==> config.mk <==
export PLATFORM = sky130hd
export DESIGN_NAME = tape_block_receiver
export DESIGN_NICKNAME = d
export VERILOG_FILES = /design/src/tbr_pkg.sv /design/src/tbr_parse.sv /design/src/tape_block_receiver.sv
export SDC_FILE = /design/constraint.sdc
export NUM_CORES = 1
export LEC_CHECK = 0
export ABC_AREA = 1
export BUFFER_PORTS_ARGS = -buffer_cell sky130_fd_sc_hd__buf_4
export CAP_MARGIN = 20
export CORE_MARGIN = 4
export CORE_UTILIZATION = 60
export CTS_BUF_LIST = sky130_fd_sc_hd__clkbuf_2 sky130_fd_sc_hd__clkbuf_4 sky130_fd_sc_hd__clkbuf_8
export DETAILED_ROUTE_END_ITERATION = 16
export PLACE_DENSITY = 0.88
export SLEW_MARGIN = 10
export SYNTH_ARGS = -nofsm -noshare
export SYNTH_HDL_FRONTEND = slang
export SYNTH_SLANG_ARGS = --single-unit
export TNS_END_PERCENT = 10
==> constraint.sdc <==
create_clock -name clk -period 2.8 [get_ports clk]
set_clock_uncertainty 0.2 [all_clocks]
set_input_delay 0.28 -clock clk [delete_from_list [all_inputs] [get_ports clk]]
set_output_delay 0.28 -clock clk [all_outputs]
set_load 0.01 [all_outputs]
==> src/tbr_pkg.sv <==
`default_nettype none

package tbr_pkg;

	localparam logic [7:0] HDR_BYTE = 8'h2A;
	localparam logic [7:0] NAME_END = 8'h0D;
	localparam int HDR_COUNT = 4;
	localparam logic [7:0] HDR_SUM = 8'(HDR_COUNT * int'(HDR_BYTE));

	localparam logic [1:0] KIND_NAME  = 2'd0;
	localparam logic [1:0] KIND_DATA  = 2'd1;
	localparam logic [1:0] KIND_DONE  = 2'd2;
	localparam logic [1:0] KIND_STRAY = 2'd3;

	typedef struct packed {
		logic        valid;
		logic [1:0]  item_kind;
		logic [7:0]  byte_value;
		logic        name_too_long;
		logic [7:0]  block_flag;
		logic [15:0] block_number;
		logic [7:0]  data_length;
		logic [15:0] exec_address;
		logic [15:0] load_address;
		logic [7:0]  received_checksum;
		logic [7:0]  computed_checksum;
		logic        checksum_ok;
	} tbr_result_t;

endpackage

`default_nettype wire

==> src/tbr_parse.sv <==
`default_nettype none

module tbr_parse #(
	parameter int NAME_MAX = 16
) (
	input  wire                 clk,
	input  wire                 arst_n,
	input  wire                 advance,
	input  wire  [7:0]          rx_byte,
	output tbr_pkg::tbr_result_t result
);
	import tbr_pkg::*;

	localparam int NLW = $clog2(NAME_MAX + 1);
	localparam logic [NLW-1:0] NAME_CAP = NLW'(NAME_MAX);

	localparam logic [3:0] ST_HEADER = 4'd0;
	localparam logic [3:0] ST_NAME   = 4'd1;
	localparam logic [3:0] ST_FLAG   = 4'd2;
	localparam logic [3:0] ST_NUMBER = 4'd3;
	localparam logic [3:0] ST_LENGTH = 4'd4;
	localparam logic [3:0] ST_EXEC   = 4'd5;
	localparam logic [3:0] ST_LOAD   = 4'd6;
	localparam logic [3:0] ST_DATA   = 4'd7;
	localparam logic [3:0] ST_CHECK  = 4'd8;

	logic [3:0]     step_q, step_d;
	logic [1:0]     hdr_cnt_q, hdr_cnt_d;
	logic           pend_q, pend_d;
	logic [NLW-1:0] name_len_q, name_len_d;
	logic           name_ovf_q, name_ovf_d;
	logic [7:0]     data_cnt_q, data_cnt_d;
	logic [7:0]     flag_q, flag_d;
	logic [15:0]    number_q, number_d;
	logic [7:0]     length_q, length_d;
	logic [15:0]    exec_q, exec_d;
	logic [15:0]    load_q, load_d;
	logic [7:0]     sum_q, sum_d;
	logic [7:0]     sum_add;

	assign sum_add = sum_q + rx_byte;

	always_comb begin
		step_d     = step_q;
		hdr_cnt_d  = hdr_cnt_q;
		pend_d     = pend_q;
		name_len_d = name_len_q;
		name_ovf_d = name_ovf_q;
		data_cnt_d = data_cnt_q;
		flag_d     = flag_q;
		number_d   = number_q;
		length_d   = length_q;
		exec_d     = exec_q;
		load_d     = load_q;
		sum_d      = sum_q;
		result     = '0;
		unique case (step_q)
			ST_HEADER: begin
				if (rx_byte != HDR_BYTE) begin
					result.valid      = 1'b1;
					result.item_kind  = KIND_STRAY;
					result.byte_value = rx_byte;
				end else if (hdr_cnt_q == 2'(HDR_COUNT - 1)) begin
					hdr_cnt_d  = '0;
					sum_d      = HDR_SUM;
					name_len_d = '0;
					name_ovf_d = 1'b0;
					pend_d     = 1'b0;
					step_d     = ST_NAME;
				end else begin
					hdr_cnt_d = hdr_cnt_q + 2'd1;
				end
			end
			ST_NAME: begin
				sum_d = sum_add;
				if (rx_byte == NAME_END) begin
					name_len_d = '0;
					step_d     = ST_FLAG;
				end else begin
					if (name_len_q < NAME_CAP)
						name_len_d = name_len_q + NLW'(1);
					else
						name_ovf_d = 1'b1;
					result.valid      = 1'b1;
					result.item_kind  = KIND_NAME;
					result.byte_value = rx_byte;
				end
			end
			ST_FLAG: begin
				flag_d = rx_byte;
				sum_d  = sum_add;
				step_d = ST_NUMBER;
			end
			ST_NUMBER: begin
				sum_d  = sum_add;
				pend_d = !pend_q;
				if (!pend_q) begin
					number_d[15:8] = rx_byte;
				end else begin
					number_d[7:0] = rx_byte;
					step_d        = ST_LENGTH;
				end
			end
			ST_LENGTH: begin
				length_d   = rx_byte;
				sum_d      = sum_add;
				data_cnt_d = '0;
				step_d     = ST_EXEC;
			end
			ST_EXEC: begin
				sum_d  = sum_add;
				pend_d = !pend_q;
				if (!pend_q) begin
					exec_d[15:8] = rx_byte;
				end else begin
					exec_d[7:0] = rx_byte;
					step_d      = ST_LOAD;
				end
			end
			ST_LOAD: begin
				sum_d  = sum_add;
				pend_d = !pend_q;
				if (!pend_q) begin
					load_d[15:8] = rx_byte;
				end else begin
					load_d[7:0] = rx_byte;
					data_cnt_d  = '0;
					step_d      = ST_DATA;
				end
			end
			ST_DATA: begin
				sum_d = sum_add;
				if (data_cnt_q == length_q) begin
					data_cnt_d = '0;
					step_d     = ST_CHECK;
				end else begin
					data_cnt_d = data_cnt_q + 8'd1;
				end
				result.valid      = 1'b1;
				result.item_kind  = KIND_DATA;
				result.byte_value = rx_byte;
			end
			ST_CHECK: begin
				result.valid             = 1'b1;
				result.item_kind         = KIND_DONE;
				result.name_too_long     = name_ovf_q;
				result.block_flag        = flag_q;
				result.block_number      = number_q;
				result.data_length       = length_q;
				result.exec_address      = exec_q;
				result.load_address      = load_q;
				result.received_checksum = rx_byte;
				result.computed_checksum = sum_q;
				result.checksum_ok       = (sum_q == rx_byte);
				step_d     = ST_HEADER;
				hdr_cnt_d  = '0;
				name_len_d = '0;
				name_ovf_d = 1'b0;
				pend_d     = 1'b0;
				data_cnt_d = '0;
			end
			default: begin
				step_d    = ST_HEADER;
				hdr_cnt_d = '0;
				pend_d    = 1'b0;
			end
		endcase
	end

	always_ff @(posedge clk or negedge arst_n) begin
		if (!arst_n) begin
			step_q     <= ST_HEADER;
			hdr_cnt_q  <= '0;
			pend_q     <= 1'b0;
			name_len_q <= '0;
			name_ovf_q <= 1'b0;
			data_cnt_q <= '0;
			flag_q     <= '0;
			number_q   <= '0;
			length_q   <= '0;
			exec_q     <= '0;
			load_q     <= '0;
			sum_q      <= '0;
		end else if (advance) begin
			step_q     <= step_d;
			hdr_cnt_q  <= hdr_cnt_d;
			pend_q     <= pend_d;
			name_len_q <= name_len_d;
			name_ovf_q <= name_ovf_d;
			data_cnt_q <= data_cnt_d;
			flag_q     <= flag_d;
			number_q   <= number_d;
			length_q   <= length_d;
			exec_q     <= exec_d;
			load_q     <= load_d;
			sum_q      <= sum_d;
		end
	end

endmodule

`default_nettype wire

==> src/tape_block_receiver.sv <==
`default_nettype none

// Channel   Handshake               Payload
// input     in_valid / in_stall     rx_byte
// output    out_valid / out_stall   item_kind, byte_value, block summary fields
//
// One byte per cycle sustained unless a held result is stalled at the output.
// The input register feeds one pass of the field parser into the result register.
// Reset is asynchronous, active low, and leaves the parser expecting a header byte.
// A stalled result holds the input register, whether or not its byte gives a result.

module tape_block_receiver #(
	parameter int NAME_MAX = 16
) (
	input  wire         clk,
	input  wire         arst_n,
	input  wire         in_valid,
	output logic        in_stall,
	input  wire  [7:0]  rx_byte,
	output logic        out_valid,
	input  wire         out_stall,
	output logic [1:0]  item_kind,
	output logic [7:0]  byte_value,
	output logic        name_too_long,
	output logic [7:0]  block_flag,
	output logic [15:0] block_number,
	output logic [7:0]  data_length,
	output logic [15:0] exec_address,
	output logic [15:0] load_address,
	output logic [7:0]  received_checksum,
	output logic [7:0]  computed_checksum,
	output logic        checksum_ok
);
	import tbr_pkg::*;

	logic        in_valid_s1;
	logic [7:0]  byte_s1;
	logic        advance;
	tbr_result_t res;
	tbr_result_t out_q;

	assign advance  = in_valid_s1 && (!out_q.valid || !out_stall);
	assign in_stall = in_valid_s1 && !advance;

	always_ff @(posedge clk or negedge arst_n) begin
		if (!arst_n) begin
			in_valid_s1 <= 1'b0;
		end else if (!in_stall) begin
			in_valid_s1 <= in_valid;
		end
	end

	always_ff @(posedge clk) begin
		if (!in_stall && in_valid)
			byte_s1 <= rx_byte;
	end

	tbr_parse #(
		.NAME_MAX(NAME_MAX)
	) u_parse (
		.clk(clk),
		.arst_n(arst_n),
		.advance(advance),
		.rx_byte(byte_s1),
		.result(res)
	);

	always_ff @(posedge clk or negedge arst_n) begin
		if (!arst_n) begin
			out_q <= '0;
		end else if (advance) begin
			out_q <= res;
		end else if (!out_stall) begin
			out_q.valid <= 1'b0;
		end
	end

	assign out_valid         = out_q.valid;
	assign item_kind         = out_q.item_kind;
	assign byte_value        = out_q.byte_value;
	assign name_too_long     = out_q.name_too_long;
	assign block_flag        = out_q.block_flag;
	assign block_number      = out_q.block_number;
	assign data_length       = out_q.data_length;
	assign exec_address      = out_q.exec_address;
	assign load_address      = out_q.load_address;
	assign received_checksum = out_q.received_checksum;
	assign computed_checksum = out_q.computed_checksum;
	assign checksum_ok       = out_q.checksum_ok;

`ifndef ASSERT_OFF
	a_stall_needs_item: assert property (@(posedge clk) disable iff (!arst_n)
		in_stall |-> in_valid_s1 && out_valid && out_stall)
		else $error("input stalled without a held transaction");

	a_check_match: assert property (@(posedge clk) disable iff (!arst_n)
		out_valid && item_kind == KIND_DONE |->
			checksum_ok == (computed_checksum == received_checksum) && byte_value == 8'd0)
		else $error("block summary inconsistent");

	a_summary_clear: assert property (@(posedge clk) disable iff (!arst_n)
		out_valid && item_kind != KIND_DONE |->
			!checksum_ok && !name_too_long && computed_checksum == 8'd0)
		else $error("summary fields set on a byte transaction");
`endif

endmodule

`default_nettype wire

# [Yosys cells after proc, flatten, opt, wreduce, memory -nomap -nowiden]
# Cells that the tools add are included.
[op_classes] add_sub_neg=4 n_shift=0 n_bitwise=3 magnitude_cmp=1 muxes=35 n_mul=0 n_eq_ne=24 div=0 n_reduce_logical=32
[op_table] operator="$mux 82" count=1
[op_table] operator="$pmux 8 s3" count=2
[op_table] operator="$mux 8" count=4
[op_table] operator="$pmux 4 s8" count=1
[op_table] operator="$mux 4" count=7
[op_table] operator="$reduce_and 3->1" count=8
[op_table] operator="$mux 11" count=2
[op_table] operator="$mux 5" count=4
[op_table] operator="$eq 4x3->1 const B" count=4
[op_table] operator="$eq 8x8->1" count=2
[op_table] operator="$pmux 8 s2" count=1
[op_table] operator="$pmux 5 s3" count=1
[op_table] operator="$ne 2x1->1 const B" count=7
[op_table] operator="$pmux 3 s4" count=1
[op_table] operator="$add 8x1->8 const B" count=1
[op_table] operator="$add 8x8->8" count=1
[op_table] operator="$eq 4x2->1 const B" count=2
[op_table] operator="$eq 8x4->1 const B" count=1
[op_table] operator="$ne 8x6->1 const B" count=1
[op_table] operator="$reduce_and 4->1" count=2
[op_table] operator="$reduce_and 8->1" count=1
[op_table] operator="$reduce_or 7->1" count=1
[op_table] operator="$mux 1" count=6
[op_table] operator="$ne 2x2->1 const B" count=3
[op_table] operator="23 further kinds" count=35
[totals] inputBits=12 ramBits=0 latchBits=0 output_inout_bits=94 elab_cells=128 mem_count=0 rom_bits=0 regBits=195

# [Longest topological paths before layout]
[depth] ltp_word=7 depth_mapped=11 ltp_nobuf=11

# [By module]
# From an unflattened synthesis, not the netlist that was laid out.
[unflattened] cells_unflattened=1136 area_unflattened_um2=9140.0
[modules_own_cells] module="tbr_parse" area_per_inst_um2=5170.0 seq_area_each_um2=2327.2 cells_each=716 instances=1
[modules_own_cells] module="tape_block_receiver" area_per_inst_um2=3970.1 seq_area_each_um2=2592.5 cells_each=420 instances=1

# [Worst setup path before layout]
# OpenSTA, ideal clock, no wires.
[synth_timing] path_type="register to register" startpoint="register byte_s1[2]" endpoint="register u_parse.sum_q[5]" arrival_time_ns=1.486 synth_period_minus_slack_ns=1.803 path_slack_ns=0.997 required_ns=2.483 path_buffers=0 setup_time_ns=0.117 stages_incl_launch_ff=8 path_cell_list="edfxtp_1 > ha_1 > or2_2 > nand3_1 > nand2_1 > xor2_1 > nor2_1 > nor2_1"
[synth_between] elab_chain_len=3 elab_cells_between_ends=5 cone_classes="add/sub: 1; eq/ne: 2; mux: 1; reduce/logical: 1"
[synth_rtl] item="start: declaration" line="tape_block_receiver.sv:37" rtl="logic [7:0] byte_s1;"
[synth_rtl] item="start signal: assignment" line="tape_block_receiver.sv:55" rtl="byte_s1 <= rx_byte;"
[synth_rtl] item="parallel branches: the longest is 3 deep, another holds $add 8x8->8"
[synth_rtl] item="end signal: assignment" line="tbr_parse.sv:196" rtl="sum_q <= sum_d;"
[synth_rtl] item="end: declaration" line="tbr_parse.sv:38" rtl="logic [7:0] sum_q, sum_d;"
# Parallel ways; which one is timed is not known.
# A chain may end at the register's enable or synchronous reset.

# [Worst setup path in the final report]
[layout_timing] startpoint="input out_stall" endpoint="register u_parse.data_cnt_q[5]"
[layout_between] elab_chain_len=4
[layout_rtl] item="start: declaration" line="tape_block_receiver.sv:21" rtl="input wire out_stall,"
[layout_rtl] item="$logic_not 1->1"
[layout_rtl] item="$logic_or 1x1->1" line="tape_block_receiver.sv:42" rtl="assign advance = in_valid_s1 && (!out_q.valid || !out_stall);"
[layout_rtl] item="$logic_and 1x1->1" line="tape_block_receiver.sv:42"
[layout_rtl] item="$reduce_and 3->1 (no source line)"
[layout_rtl] item="end signal: assignment" line="tbr_parse.sv:190" rtl="data_cnt_q <= data_cnt_d;"
[layout_rtl] item="end: declaration" line="tbr_parse.sv:32" rtl="logic [7:0] data_cnt_q, data_cnt_d;"
# Every way passes these cells.

==> metrics.yaml <==
worst_setup_path:
  critical_path.startpoint_type: "input port"
  cpMaxStageDelayCell: "sky130_fd_sc_hd__dlygate4sd3_1"
  timing.critical_path.mode_cell: "sky130_fd_sc_hd__buf_4"
  maximum_cell_stage_delay_along_the_critical_path_ns: 0.55
  ff2ff_path_depth: 4
  reg2reg_slack_ns: 0.66
  worst-path-max-fanout: 36
  worstReg2RegStart: "u_parse.step_q[3]"
  end_kind: "flip-flop"
  cp_data_arrival_time_ns: 2.33
  worst_ep_required_time_ns: 2.97
  r2r-end: "computed_checksum[2]"
  criticalPathCategory: "input port to flip-flop"
  crit_chain: "dlygate4sd3_1 > buf_4 > a21oi_4 > buf_4 > o21ai_0 > nor2_1 > buf_4 > inv_1 > nand2_1 > o21ai_1"
cells_and_area:
  area_growth_pct: 17.2
  area_of_combinational_cells_with_multiple_inputs_um2: 3100
  antenna-diode-count: 0
  seqCellArea_um2: 4920
  fillerInstances: 1016
  layout-drive-gt1-share: 0.183
  fin_nets: 1078
clocking:
  clk_path_buf_depth: 2
  cts.root.buffer_cell: "sky130_fd_sc_hd__clkbuf_8"
  cts_num_sinks: 195
  cts_buffers: 17
  clk-insertion-delay-late_ns: 0.48
  ctsHtreeMaxLevel: 4
  cts.repair.resized: 0
  path_clk_slew_ns: 0.10
  cts_tree: "built"
global_routing:
  antenna_found_initial: 0
  grt.total_usage: 0.257
  pin_count_of_the_biggest_net_entering_global_routing: 70
  grt_pass1_vias: 6639
  globalRouteOverflowTotal: 0
  grt_pass1_wl_um: 33200
flow_run:
  drv.max_cap_violation_count: 0
synth:
  netlist_top_cells_area: "sky130_fd_sc_hd__dfrtp_1, sky130_fd_sc_hd__nand2_1, sky130_fd_sc_hd__nand3_1, sky130_fd_sc_hd__o21ai_1, sky130_fd_sc_hd__edfxtp_1"
  synth_register_bits: 195
  netlist.top_cell.by_area: "sky130_fd_sc_hd__dfrtp_1"
  ys_seq_area_frac: 0.584
  post_synthesis_mean_instance_area_um2: 8.89
  synth_top_area_share: 0.555
  postSynthCellCount: 948
  synth_nets: 971
  synth.lib_cells_used.distinct: 38
  yosys_warnings: 0
  synthesis.area_um2: 8430
placed_design:
  routabilityCongestion: 0.865
  place.detailed.hpwl_um: 13500
  port_buffers: 105
timing:
  period_needed_ns: 2.15
  timing.final.setup_violations: 0
  relSlewSlack: 0.514
  rsz0062_at_grt: "false"
  timing.final.hold_violations: 0
  number_of_max_slew_violations_in_the_final_report: 0
  setup_total_negative_slack_ns: 0
  worstMarginPinSlew_ns: 0.728
  max_freq_ghz: 0.464
  period_utilization_post_route: 0.770
routing:
  first_pass_iters: 5
  detailroute.via_count: 6943
  avgRoutedWirePerCell_um: 15.9
  antenna_violating_nets_post_route: 0
  dr.first_iter.drc_count: 991
  totalWireLength_um: 19900
  drt_drc_violations_left: 0
  vias_per_cell: 5.56
floorplanning:
  fp.coreArea_um2: 13800
  design.die.area_um2: 16000
  start_util: 0.610
  placement_rows: 43
  chipHeight_um: 127
  die_w_um: 127
  boundaryPins: 106
run_status:
  status: "finished, final reports clean"
pwr:
  internal_power_mw: 3.84
  share_of_power_burned_in_the_clock_network: 0.347
  power_density_over_the_cells_nw_per_um2: 531
  seq_power_share: 0.560
  peakVddDrop_mv: 0.304
  post_layout_power_mw: 5.25
  p_switching_mw: 1.41
  leakagePower_nw: 5.18
  pwr-share-comb: 0.093
  netSwitchingFraction: 0.269
min_path:
  worstHoldPathType: "input port to asynchronous set/reset pin"
[placed cells by master, fill, tap and decap left out, types with 2 or more instances in the layout]
cell,instances
sky130_fd_sc_hd__nand2_1,336
sky130_fd_sc_hd__bufinv_16,2
sky130_fd_sc_hd__nand4_1,10
sky130_fd_sc_hd__clkinv_4,2
sky130_fd_sc_hd__dlygate4sd3_1,12
sky130_fd_sc_hd__ha_1,10
sky130_fd_sc_hd__nor3_1,4
sky130_fd_sc_hd__buf_4,110
sky130_fd_sc_hd__xor2_1,10
sky130_fd_sc_hd__nor2_4,7
sky130_fd_sc_hd__buf_12,3
sky130_fd_sc_hd__nand2_2,11
sky130_fd_sc_hd__inv_2,20
sky130_fd_sc_hd__inv_8,2
sky130_fd_sc_hd__xnor2_1,4
sky130_fd_sc_hd__o21ai_1,70
sky130_fd_sc_hd__nor2_2,3
sky130_fd_sc_hd__inv_1,38
sky130_fd_sc_hd__nand3_1,92
sky130_fd_sc_hd__inv_6,2
sky130_fd_sc_hd__or2_2,2
sky130_fd_sc_hd__clkbuf_8,17
sky130_fd_sc_hd__nor2_1,40
sky130_fd_sc_hd__o21ai_0,35
sky130_fd_sc_hd__edfxtp_1,8
sky130_fd_sc_hd__a21oi_1,5
sky130_fd_sc_hd__clkinv_2,6
sky130_fd_sc_hd__dfrtp_1,187
sky130_fd_sc_hd__o31ai_1,4
[kinds of logic (layout without fill, tap and decap cells)]
kind of cell	after synthesis	count (layout)	synth area share
simple gates	509	509	0.258
flops	195	195	0.584
compound gates	122	122	0.0785
buf+inv	97	217	0.0481
xor+xnor	14	14	0.0145
fa+ha+maj	11	11	0.0172
[area by class of cell]
cell class,instances,share of cell area
multi-input cells,656,0.314
clock buffers,17,0.0237
flip-flops and latches,195,0.498
repair buffers,126,0.103
inverters,59,0.0224
clock inverters,15,0.0157
well taps,180,0.0228
[through the flow]
| step | setup WS, ns | area [um^2] | instances | utilization | hold slack (ns) |
|---|---|---|---|---|---|
| finish | 0.645 | 9880 | 1248 | 0.714 | 0.166 |
| global route | 0.514 | 9880 | 1248 | 0.714 | 0.205 |
| CTS | 0.665 | 9880 | 1248 | 0.714 | 0.170 |
| detailed placement | 0.658 | 9370 | 1204 | 0.677 | 0.127 |
| global placement | 0.719 | 9370 | 1204 | 0.677 | 0.129 |
| floorplan | 0.997 | 8430 | 948 | - | -0.216 |
[state kept, by name, summed over array words and instances, names as in the netlist, 2 cells and up]
register            count
computed_checksum       8
u_parse.step_q          4
u_parse.data_cnt_q      8
u_parse.length_q        8
byte_s1                 8
block_number           16
item_kind               2
u_parse.sum_q           8
data_length             8
byte_value              8
u_parse.hdr_cnt_q       2
u_parse.number_q       16
exec_address           16
u_parse.name_len_q      5
block_flag              8
u_parse.flag_q          8
received_checksum       8
load_address           16
u_parse.exec_q         16
u_parse.load_q         16
[power by group through the flow]
stage               Clock (mW)  Sequential [mW]  Combinational, mW
finish                    1.82             2.94              0.488
global route              1.94             2.94              0.537
CTS                       1.84             2.94              0.489
detailed placement           0             2.99              0.471
global placement             0             2.99              0.467
floorplan                    0             3.00              0.233
[synthesized netlist by cell type, drive strengths merged]
library cell / count
inv: 58
o211ai: 1
nand2: 347
a21oi: 6
fa: 1
or2: 3
xnor2: 4
o21a: 1
xor2: 10
edfxtp: 8
o22ai: 1
dfrtp: 187
ha: 10
clkbuf: 10
nand3: 94
o31ai: 4
a22o: 1
nor4: 1
clkinv: 1
a21o: 1
buf: 28
o21ai: 106
nor3: 4
a31oi: 1
nor2: 50
nand4: 10
[metal layers]
layer | GRT usage | vias up | wire length, um | share of wire
li1 | - | 3281 | - | -
met1 | 0.360 | 3343 | 8470 | 0.43
met2 | 0.399 | 278 | 9360 | 0.47
met3 | 0.0526 | 41 | 1460 | 0.073
met4 | 0.105 | 0 | 570 | 0.029
met5 | 0 | - | 0 | 0
[how the worst max path moves through the flow]
| stage | from | endpoint |
|---|---|---|
| after floorplan | byte_s1[2] | u_parse.sum_q[5] |
| after global placement | u_parse.step_q[3] | u_parse.data_cnt_q[5] |
| after detailed placement | u_parse.step_q[3] | computed_checksum[1] |
| after CTS | u_parse.step_q[3] | computed_checksum[2] |
| after global routing | u_parse.step_q[3] | u_parse.data_cnt_q[7] |
| final | out_stall | u_parse.data_cnt_q[5] |
[timing repair]
action | 4_1_cts | 5_1_grt
endpoints found under the hold margin | 76 | 0
hold buffers | 12 | 0
setup endpoints to repair | 0 | 0
setup buffers | 0 | 0
[worst max-delay path, delay by kind of cell]
family / cells / cell delay [ns]
AOI/OAI and AO/OA: 3 / 0.43
buffers and inverters: 5 / 1.41
and+or+nand+nor: 2 / 0.20
Power figures use the tool's default switching activity.
